[config.mk]
export PLATFORM = sky130hd
export DESIGN_NAME = hex_header_chunk_framer_top
export DESIGN_NICKNAME = d
export VERILOG_FILES = /design/src/design/hhcf_pkg.sv /design/src/design/hhcf_seq.sv /design/src/design/hex_header_chunk_framer_top.sv
export SDC_FILE = /design/constraint.sdc
export NUM_CORES = 1
export LEC_CHECK = 0
export BUFFER_PORTS_ARGS = -buffer_cell sky130_fd_sc_hd__buf_2
export CAP_MARGIN = 40
export CORE_MARGIN = 2
export CORE_UTILIZATION = 50
export CTS_CLUSTER_SIZE = 8
export DETAILED_ROUTE_END_ITERATION = 10
export PLACE_DENSITY = 0.72
export REMOVE_ABC_BUFFERS = 1
export SYNTH_ARGS = -nofsm -noshare
export SYNTH_HDL_FRONTEND = slang
export SYNTH_SLANG_ARGS = --single-unit
[constraint.sdc]
create_clock -name clk_i -period 6.78 [get_ports clk_i]
set_clock_uncertainty 0.2 [all_clocks]
set_input_delay 0.678 -clock clk_i [delete_from_list [all_inputs] [get_ports clk_i]]
set_output_delay 0.678 -clock clk_i [all_outputs]
set_load 0.1 [all_outputs]
[src/design/hhcf_pkg.sv]
// Shared types, constants and character helpers for the hex header chunk framer.
package hhcf_pkg;

  localparam logic [31:0] NodeAddressReset = 32'hC0A8_0102;
  localparam logic [7:0]  ChunkLengthReset = 8'd200;

  // Register indexes on the config port
  localparam logic RegNodeAddress = 1'b0;
  localparam logic RegChunkLength = 1'b1;

  localparam logic [7:0] ChOpen  = 8'h5B; // '['
  localparam logic [7:0] ChClose = 8'h5D; // ']'
  localparam logic [7:0] ChSep   = 8'h5F; // '_'
  localparam logic [7:0] ChKindS = 8'h53; // 'S'
  localparam logic [7:0] ChKindM = 8'h4D; // 'M'
  localparam logic [7:0] ChKindE = 8'h45; // 'E'

  localparam logic [3:0] MarkerLastIdx = 4'd14;

  // One emitted character plus its flags, from the sequencer to the top level
  typedef struct packed {
    logic [7:0] ch;
    logic       packet_end;
    logic       run_last;
    logic       done;
  } emit_t;

  function automatic logic [7:0] hex_char(input logic [3:0] nib);
    logic [7:0] r;
    if (nib < 4'd10) r = 8'h30 + {4'd0, nib};
    else             r = 8'h57 + {4'd0, nib};
    return r;
  endfunction

  // Character idx of "[K_aaaaaaaa_nn]"
  function automatic logic [7:0] marker_char(input logic [7:0] kind, input logic [31:0] addr,
                                             input logic [7:0] pnum, input logic [3:0] idx);
    logic [3:0]  sel;
    logic [31:0] sh;
    logic [7:0]  r;
    sel = 4'd10 - idx;
    sh  = addr >> {sel[2:0], 2'b00};
    case (idx)
      4'd0:    r = ChOpen;
      4'd1:    r = kind;
      4'd2:    r = ChSep;
      4'd11:   r = ChSep;
      4'd12:   r = hex_char(pnum[7:4]);
      4'd13:   r = hex_char(pnum[3:0]);
      4'd14:   r = ChClose;
      default: r = hex_char(sh[3:0]);
    endcase
    return r;
  endfunction

endpackage

[src/design/hhcf_seq.sv]
// Character sequencer: walks header, payload, trailer and checksum of a packet.
module hhcf_seq (
  input  logic                 clk_i,
  input  logic                 rst_ni,
  input  logic                 step_i,
  input  logic                 load_i,
  input  logic [7:0]           byte_i,
  input  logic                 last_i,
  input  logic [31:0]          node_address_i,
  input  logic [7:0]           chunk_length_i,
  output hhcf_pkg::emit_t      emit_o
);

  typedef enum logic [3:0] {
    PH_HDR = 4'b0001,
    PH_PAY = 4'b0010,
    PH_TRL = 4'b0100,
    PH_SUM = 4'b1000
  } phase_e;

  phase_e     phase_q, phase_d;
  logic [3:0] idx_q, idx_d;
  logic [7:0] fill_q, fill_d;
  logic [7:0] pnum_q, pnum_d;
  logic [7:0] xor_q, xor_d;
  logic [8:0] new_fill;
  logic [8:0] limit;
  logic       close;

  assign new_fill = {1'b0, fill_q} + 9'd1;
  assign limit    = {(chunk_length_i == 8'd0), chunk_length_i};
  assign close    = last_i || (new_fill >= limit);

  always_comb begin
    phase_d = phase_q;
    idx_d   = idx_q;
    fill_d  = fill_q;
    pnum_d  = pnum_q;
    xor_d   = xor_q;
    emit_o  = '0;
    case (phase_q)
      PH_HDR: begin
        emit_o.ch = hhcf_pkg::marker_char((pnum_q == 8'd0) ? hhcf_pkg::ChKindS
                                                           : hhcf_pkg::ChKindM,
                                          node_address_i, pnum_q, idx_q);
        if (step_i) begin
          xor_d = xor_q ^ emit_o.ch;
          if (idx_q == hhcf_pkg::MarkerLastIdx) begin
            phase_d = PH_PAY;
            idx_d   = 4'd0;
          end else begin
            idx_d = idx_q + 4'd1;
          end
        end
      end
      PH_PAY: begin
        emit_o.ch = byte_i;
        if (!close) begin
          emit_o.run_last = 1'b1;
          emit_o.done     = 1'b1;
        end
        if (step_i) begin
          xor_d = xor_q ^ byte_i;
          if (close) begin
            phase_d = PH_TRL;
            idx_d   = 4'd0;
          end else begin
            fill_d = new_fill[7:0];
          end
        end
      end
      PH_TRL: begin
        emit_o.ch = hhcf_pkg::marker_char(last_i ? hhcf_pkg::ChKindE : hhcf_pkg::ChKindM,
                                          node_address_i, pnum_q, idx_q);
        if (step_i) begin
          xor_d = xor_q ^ emit_o.ch;
          if (idx_q == hhcf_pkg::MarkerLastIdx) begin
            phase_d = PH_SUM;
            idx_d   = 4'd0;
          end else begin
            idx_d = idx_q + 4'd1;
          end
        end
      end
      PH_SUM: begin
        emit_o.ch         = xor_q;
        emit_o.packet_end = 1'b1;
        emit_o.run_last   = 1'b1;
        emit_o.done       = 1'b1;
        if (step_i) begin
          xor_d  = 8'd0;
          fill_d = 8'd0;
          pnum_d = last_i ? 8'd0 : pnum_q + 8'd1;
        end
      end
      default: begin
        phase_d = PH_HDR;
        idx_d   = 4'd0;
      end
    endcase
    // a fresh item opens with a header only when no packet is open
    if (load_i) begin
      phase_d = (fill_d == 8'd0) ? PH_HDR : PH_PAY;
      idx_d   = 4'd0;
    end
  end

  always_ff @(posedge clk_i or negedge rst_ni) begin
    if (!rst_ni) begin
      phase_q <= PH_HDR;
      idx_q   <= 4'd0;
      fill_q  <= 8'd0;
      pnum_q  <= 8'd0;
      xor_q   <= 8'd0;
    end else begin
      phase_q <= phase_d;
      idx_q   <= idx_d;
      fill_q  <= fill_d;
      pnum_q  <= pnum_d;
      xor_q   <= xor_d;
    end
  end

endmodule

[src/design/hex_header_chunk_framer_top.sv]
// Top level of the hex header chunk framer: input and output registers, config port.
//
// Each accepted message byte produces one output character per unstalled cycle: one
// for a byte in the middle of a packet, 16 for the byte that opens a packet (header
// plus byte), 17 for the one that closes it (byte, trailer, checksum) and 32 for a
// one-byte packet. The next input item is taken in the cycle the current item emits
// its final character, so with a free output side the input runs at one item per
// cycle inside a packet; the single character sequencer sets the rate.
module hex_header_chunk_framer_top (
  input  logic        clk_i,
  input  logic        rst_ni,
  // input stream
  input  logic        s_axis_tvalid,
  output logic        s_axis_tready,
  input  logic [7:0]  s_axis_tdata,   // [7:0] msg_byte
  input  logic        s_axis_tlast,   // msg_last
  // output stream
  output logic        m_axis_tvalid,
  input  logic        m_axis_tready,
  output logic [7:0]  m_axis_tdata,   // [7:0] out_char
  output logic        m_axis_tuser,   // [0] packet_end
  output logic        m_axis_tlast,   // run_last
  // config port
  input  logic        psel,
  input  logic        penable,
  input  logic        pwrite,
  input  logic [2:0]  paddr,
  input  logic [31:0] pwdata,
  output logic [31:0] prdata,
  output logic        pready
);

  logic [31:0] node_address_q, node_address_d;
  logic [7:0]  chunk_length_q, chunk_length_d;
  logic        cfg_wr;

  logic        in_v_q, in_v_d;
  logic [7:0]  in_byte_q, in_byte_d;
  logic        in_last_q, in_last_d;

  logic        out_v_q, out_v_d;
  logic [7:0]  out_char_q, out_char_d;
  logic        out_end_q, out_end_d;
  logic        out_last_q, out_last_d;

  logic            step;
  logic            load;
  hhcf_pkg::emit_t emit;

  // config registers, word address in paddr[2]
  assign pready = 1'b1;
  assign cfg_wr = psel && penable && pwrite;

  always_comb begin
    node_address_d = node_address_q;
    chunk_length_d = chunk_length_q;
    if (cfg_wr) begin
      case (paddr[2])
        hhcf_pkg::RegNodeAddress: node_address_d = pwdata;
        hhcf_pkg::RegChunkLength: chunk_length_d = pwdata[7:0];
        default: ;
      endcase
    end
    case (paddr[2])
      hhcf_pkg::RegNodeAddress: prdata = node_address_q;
      hhcf_pkg::RegChunkLength: prdata = {24'd0, chunk_length_q};
      default:                  prdata = 32'd0;
    endcase
  end

  // handshake
  assign step          = in_v_q && (!out_v_q || m_axis_tready);
  assign s_axis_tready = !in_v_q || (step && emit.done);
  assign load          = s_axis_tvalid && s_axis_tready;

  always_comb begin
    in_v_d    = in_v_q;
    in_byte_d = in_byte_q;
    in_last_d = in_last_q;
    if (load) begin
      in_v_d    = 1'b1;
      in_byte_d = s_axis_tdata;
      in_last_d = s_axis_tlast;
    end else if (step && emit.done) begin
      in_v_d = 1'b0;
    end

    out_v_d    = out_v_q && !m_axis_tready;
    out_char_d = out_char_q;
    out_end_d  = out_end_q;
    out_last_d = out_last_q;
    if (step) begin
      out_v_d    = 1'b1;
      out_char_d = emit.ch;
      out_end_d  = emit.packet_end;
      out_last_d = emit.run_last;
    end
  end

  hhcf_seq u_seq (
    .clk_i          (clk_i),
    .rst_ni         (rst_ni),
    .step_i         (step),
    .load_i         (load),
    .byte_i         (in_byte_q),
    .last_i         (in_last_q),
    .node_address_i (node_address_q),
    .chunk_length_i (chunk_length_q),
    .emit_o         (emit)
  );

  always_ff @(posedge clk_i or negedge rst_ni) begin
    if (!rst_ni) begin
      node_address_q <= hhcf_pkg::NodeAddressReset;
      chunk_length_q <= hhcf_pkg::ChunkLengthReset;
      in_v_q         <= 1'b0;
      out_v_q        <= 1'b0;
    end else begin
      node_address_q <= node_address_d;
      chunk_length_q <= chunk_length_d;
      in_v_q         <= in_v_d;
      out_v_q        <= out_v_d;
    end
  end

  always_ff @(posedge clk_i) begin
    in_byte_q  <= in_byte_d;
    in_last_q  <= in_last_d;
    out_char_q <= out_char_d;
    out_end_q  <= out_end_d;
    out_last_q <= out_last_d;
  end

  assign m_axis_tvalid = out_v_q;
  assign m_axis_tdata  = out_char_q;
  assign m_axis_tuser  = out_end_q;
  assign m_axis_tlast  = out_last_q;

endmodule

Yosys cells after proc, flatten, opt, wreduce, memory -nomap -nowiden:

Index checks and enable logic that the tools add are counted.

* register bits: 93
* input port bits: 51
* logic and storage cells: 123
* output and inout bits: 45

* shifts and indexed selects: 1
* muxes and demuxes: 42
* bitwise logic cells: 4
* add/subtract/negate cells: 10
* equality and inequality tests: 22
* $lt $le $gt $ge: 4
* reductions and logical operators: 26

Operator list (count)
* 2-to-1 mux 8 bit: 13
* one-hot mux 8 bit (6 select lines): 2
* one-hot mux 32 bit (2 select lines): 1
* one-hot mux 8 bit (4 select lines): 2
* 2-to-1 mux 4 bit: 13
* right shift 32 x 5 -> 4 bit: 1
* adder 7 x 4 -> 8 bit, first input constant: 3
* zero test 8 bit: 3
* bitwise XOR 8 bit: 3
* adder 6 x 4 -> 7 bit, first input constant: 3
* equality test 4 bit, second input constant: 5
* one-hot mux 4 bit (4 select lines): 1
* one-hot mux 8 bit (2 select lines): 1
* less-than comparator 4 bit, second input constant: 3
* one-hot mux 4 bit (3 select lines): 1
* != test 2 bit, second input constant: 5
* adder 8 x 1 -> 9 bit, second input constant: 1
* >= comparator 9 bit: 1
* != test 3 x 2 -> 1 bit, second input constant: 3
* != test 3 bit, second input constant: 3
* adder 8 x 1 -> 8 bit, second input constant: 1
* equality test 4 x 1 -> 1 bit, second input constant: 2
* equality test 4 x 2 -> 1 bit, second input constant: 2
* AND reduction 7 bit: 1
* 19 further kinds: 35

Longest topological paths before layout:

* depth after elaboration: 10
* mapped depth: 15
* mapped depth without buffers: 14

Modules after synthesis:

A second synthesis with hierarchy kept.

* cell total of the unflattened synthesis: 556
* area, all modules: 5929.4 µm²

Modules (own cells, without submodules)
* hhcf_seq: area each 3345.7 µm², times used 1, cells each 406, sequential area each 802.0 µm²
* hex_header_chunk_framer_top: area each 2583.7 µm², times used 1, cells each 150, sequential area each 1634.1 µm²

Worst setup path after synthesis:

No wires, ideal clock.

* kind: register to register
* from: register u_seq.fill_q[0]
* to: register u_seq.phase_q[1]
* setup time: 0.125 ns
* data required time: 6.455 ns
* cell stages (with the launch flop): 15
* path buffers: 1
* slack: 2.697 ns
* arrival: 3.757 ns
* clock period less this slack: 4.083 ns
* path through: dfrtp_1 > ha_1 > and3_1 > clkbuf_1 > nand3_1 > xnor2_1 > ha_1 > and4_1 > a2111oi_4 > o2111ai_1 > nand2_1 > nand2_1 > inv_2 > o311ai_2 > a2bb2oi_1

* word-level cells in the longest chain between the ends: 10
* elaborated cells on any way between the ends: 23
* classes of those cells: add/sub: 1; order compare: 1; eq/ne: 7; mux: 8; reduce/logical: 6

RTL lines
* from (decl): line hhcf_seq.sv:23 `logic [7:0] fill_q, fill_d;`
* from (signal assigned): line hhcf_seq.sv:118 `fill_q <= fill_d;`
* adder 8 x 1 -> 9 bit (*): line hhcf_seq.sv:30 `assign new_fill = {1'b0, fill_q} + 9'd1;`
* >= comparator 9 bit (*): line hhcf_seq.sv:32 `assign close = last_i || (new_fill >= limit);`
* logical OR 1 bit (*): line hhcf_seq.sv:32
* 2-to-1 mux 2 bit (*): line hhcf_seq.sv:58 `if (!close) begin`
* one-hot mux 2 bit (2 select lines) (*): line hhcf_seq.sv:41 `case (phase_q)`
* logical AND 1 bit (*): line hex_header_chunk_framer_top.sv:73 `assign s_axis_tready = !in_v_q || (step && emit.done);`
* logical OR 1 bit (*): line hex_header_chunk_framer_top.sv:73
* net s_axis_tready: line hex_header_chunk_framer_top.sv:14 `output logic s_axis_tready,`
* logical AND 1 bit (*): line hex_header_chunk_framer_top.sv:74 `assign load = s_axis_tvalid && s_axis_tready;`
* != test 3 x 2 -> 1 bit (no line), or another cell as far along
* AND reduction 7 bit (no line)
* to (signal assigned): line hhcf_seq.sv:116 `phase_q <= phase_d;`
* to (decl): line hhcf_seq.sv:21 `phase_e phase_q, phase_d;`

Mark *: on every way through the listed nets, which the timed path passes. The rest lies on a longest branch.
A chain may end at the register's enable or synchronous reset.

Worst setup path after layout:

* from: register u_seq.fill_q[0]
* to: output s_axis_tready

* word-level cells in the longest chain between the ends: 7

RTL lines (line)
* adder 8 x 1 -> 9 bit: hhcf_seq.sv:30
* >= comparator 9 bit: hhcf_seq.sv:32
* logical OR 1 bit: hhcf_seq.sv:32
* 2-to-1 mux 2 bit: hhcf_seq.sv:58
* one-hot mux 2 bit (2 select lines): hhcf_seq.sv:41
* logical AND 1 bit: hex_header_chunk_framer_top.sv:73
* logical OR 1 bit: hex_header_chunk_framer_top.sv:73
* to (decl): hex_header_chunk_framer_top.sv:14

Every way passes these cells.

==> results.sh <==
export IMPL_status="finished, final reports clean"
export IMPL_p_seq_share_pct=31.5
export IMPL_antenna_found_initial=0
export IMPL_regToRegEndpoint="m_axis_tdata[2]"
export IMPL_num_io_pins=96
export IMPL_final_common_cell="buf_2"
export IMPL_stdcell_count=783
export IMPL_start_kind="flop"
export IMPL_coreArea_um2=11300
export IMPL_p_int_mw=1.50
export IMPL_synth_area_leader_cell="dfrtp_1"
export IMPL_tightest_slew_ns=0.896
export IMPL_clk_latency_ns=0.34
export IMPL_timing_rr_start="u_seq.idx_q[0]"
export IMPL_wire_per_inst_um=16.9
export IMPL_setup_viol_count_final=0
export IMPL_r2r_setup_slack_ns=2.57
export IMPL_nets=706
export IMPL_slew_violations=0
export IMPL_portBuffers=92
export IMPL_grt_max_degree=52
export IMPL_syn_area_um2=5720
export IMPL_overflow=0
export IMPL_drtAntennaViolNets=0
export IMPL_routed_wl_um=13200
export IMPL_dieArea_um2=12300
export IMPL_clockBufferDepth=2
export IMPL_post_drt_via_cell_ratio=5.70
export IMPL_avgSynthCellArea_um2=10.2
export IMPL_power_density_nw_per_um2=432
export IMPL_p_comb_share_pct=52.2
export IMPL_synth_top_area_share_pct=27.5
export IMPL_grt_pass1_wl_um=22100
export IMPL_setup_tns_ns=0
export IMPL_drive_gt1_share_pct=29.5
export IMPL_period_needed_ns=4.30
export IMPL_synth_warnings=0
export IMPL_hold_viol=0
export IMPL_clk_pin_slew_ns=0.07
export IMPL_post_cts_buffers=0
export IMPL_cts_hold_buf=0
export IMPL_synth_main_ff_cell="dfrtp_1"
export IMPL_die_w_um=111
export IMPL_async_reset_ff_share_pct=79.6
export IMPL_fp_row_count=39
export IMPL_post_route_period_util_pct=63.5
export IMPL_crit_start="u_seq.fill_q[0]"
export IMPL_cp_required_ns=5.90
export IMPL_worstSetupPathType="flop to output pin"
export IMPL_r2r_cells=9
export IMPL_grt_setup_unrepaired="false"
export IMPL_clockRootBuffer="clkbuf_16"
export IMPL_cts_buffers=9
export IMPL_yosys_top_cells_area="dfrtp_1 28%, edfxtp_1 10%, mux2_2 9.8%"
export IMPL_mostFrequentLayoutCells="92 x buf_2, 63 x dfrtp_1, 50 x mux2_2, 45 x nand2_1, 36 x a21oi_1"
export IMPL_htree_levels=3
export IMPL_drc=0
export IMPL_post_place_cells=767
export IMPL_diodes=0
export IMPL_maxCapViolCount=0
export IMPL_cts_tree="yes"
export IMPL_yosysSeqAreaShare_pct=42.6
export IMPL_max_slew_margin_rel_pct=40.0
export IMPL_dp_hpwl_um=9510
export IMPL_endpoint="s_axis_tready"
export IMPL_drtIter0Drc=301
export IMPL_p_sw_share_pct=47.1
export IMPL_die_y_um=111
export IMPL_clockPowerShare_pct=16.3
export IMPL_p_sw_mw=1.33
export IMPL_vias=4465
export IMPL_p_leak_nw=2.83
export IMPL_grt_pass1_vias=4484
export IMPL_synthCells=559
export IMPL_synth_edf_count=19
export IMPL_cp_max_fo=8
export IMPL_max_vdd_ir_drop_v=0.000337
export IMPL_worstHoldPathType="input port to asynchronous set/reset pin"
export IMPL_start_util_pct=50.8
export IMPL_gp_congestion=0.914
export IMPL_fill_cells=976
export IMPL_grtUsageTotal_pct=22.0
export IMPL_area_growth_pct=14.5
export IMPL_arrival_ns=3.43
export IMPL_endpoint_kind="output pin"
export IMPL_clock_fmax_mhz=232
export IMPL_yosysUniqueCellTypes=73
export IMPL_clkSinkCount=93
export IMPL_firstDrtPassIters=5
export IMPL_ys_ff_latch=93
export IMPL_post_cts_resized=0
-- routing by layer --
metal	GRT usage (%)	share of wire, %	vias up	wire (µm)
met5	0	0	-	0
met4	6.50	1.6	0	218
met3	5.08	5.5	22	730
met2	36.5	48	128	6410
met1	29.0	44	2130	5860
li1	-	-	2185	-
-- synthesized netlist by cell type, types with 11 or more instances --
| cell | n |
|---|---|
| nor3_1 | 11 |
| dfstp_2 | 11 |
| edfxtp_1 | 19 |
| nand2_1 | 45 |
| mux2_2 | 50 |
| a21oi_1 | 36 |
| ha_1 | 20 |
| nor2_1 | 23 |
| inv_1 | 20 |
| o21ai_0 | 27 |
| nand3_1 | 15 |
| nor2b_1 | 29 |
| dfrtp_1 | 63 |
| clkbuf_1 | 22 |
| mux2i_1 | 14 |
-- final cells by class --
cell class                 instances  area [µm²]  area share, %
timing repair buffer              97         518           7.90
clock inverter                     7        42.5          0.649
tap                              143         179           2.73
multi-input combinational        410        3060           46.7
inverter                          24        90.1           1.37
sequential                        93        2440           37.2
clock buffer                       9         225           3.44
-- state kept, by name, indices dropped and copies added, names as in the netlist --
signal / cells
node_address_q: 32
u_seq.pnum_q: 8
m_axis_tuser: 1
u_seq.idx_q: 4
in_byte_q: 8
u_seq.xor_q: 8
in_last_q: 1
u_seq.fill_q: 8
in_v_q: 1
chunk_length_q: 8
m_axis_tdata: 8
u_seq.phase_q: 4
m_axis_tvalid: 1
m_axis_tlast: 1
-- worst max-delay path, stage by stage (launching register included) --
cell	delay, ns
dfrtp_1	0.47
ha_1	0.30
and3_1	0.33
nand3_1	0.13
xnor2_1	0.22
ha_1	0.28
and4_1	0.26
a2111oi_4	0.37
o2111ai_1	0.15
nand2_1	0.12
buf_2	0.43
-- logic make-up (layout without fill, tap and decap cells) --
| group | after synthesis | after routing | share of synthesized area (%) |
|---|---|---|---|
| xor+xnor | 20 | 20 | 3.19 |
| fa+ha+maj | 20 | 20 | 4.37 |
| buf+inv | 56 | 137 | 3.91 |
| flops | 93 | 93 | 42.6 |
| other cells | 1 | 1 | 0.0655 |
| mux | 74 | 74 | 15.4 |
| simple gates | 171 | 171 | 16.2 |
| compound gates | 124 | 124 | 14.3 |
-- power groups by stage --
stage               sequential [mW]  clock [mW]  combinational [mW]
finish                        0.891       0.461                1.48
global route                  0.914       0.492                1.60
CTS                           0.891       0.469                1.48
detailed placement            0.897           0                1.46
global placement              0.886           0                1.43
floorplan                      1.03           0                1.04
-- worst min-delay path by stage --
stage                   startpoint                end
CTS                         rst_ni      m_axis_tvalid
global route                rst_ni      m_axis_tvalid
detailed placement  u_seq.xor_q[7]     u_seq.xor_q[7]
global placement    u_seq.xor_q[7]     u_seq.xor_q[7]
finish                      rst_ni      m_axis_tvalid
floorplan                   rst_ni  chunk_length_q[0]
-- through the flow --
| step | hold slack [ns] | total power, mW | setup slack (ns) | utilization, % | instance area, µm² |
|---|---|---|---|---|---|
| after floorplan | 0.182 | 2.07 | 2.79 | - | 5590 |
| after global routing | 0.156 | 3.01 | 2.19 | 58.2 | 6560 |
| after detailed placement | 0.295 | 2.36 | 2.56 | 55.8 | 6290 |
| final | 0.124 | 2.83 | 2.48 | 58.2 | 6560 |
| after global placement | 0.269 | 2.32 | 2.68 | 55.5 | 6260 |
| after CTS | 0.140 | 2.83 | 2.46 | 58.2 | 6560 |
Note: power is estimated with default switching activity, not from simulation.
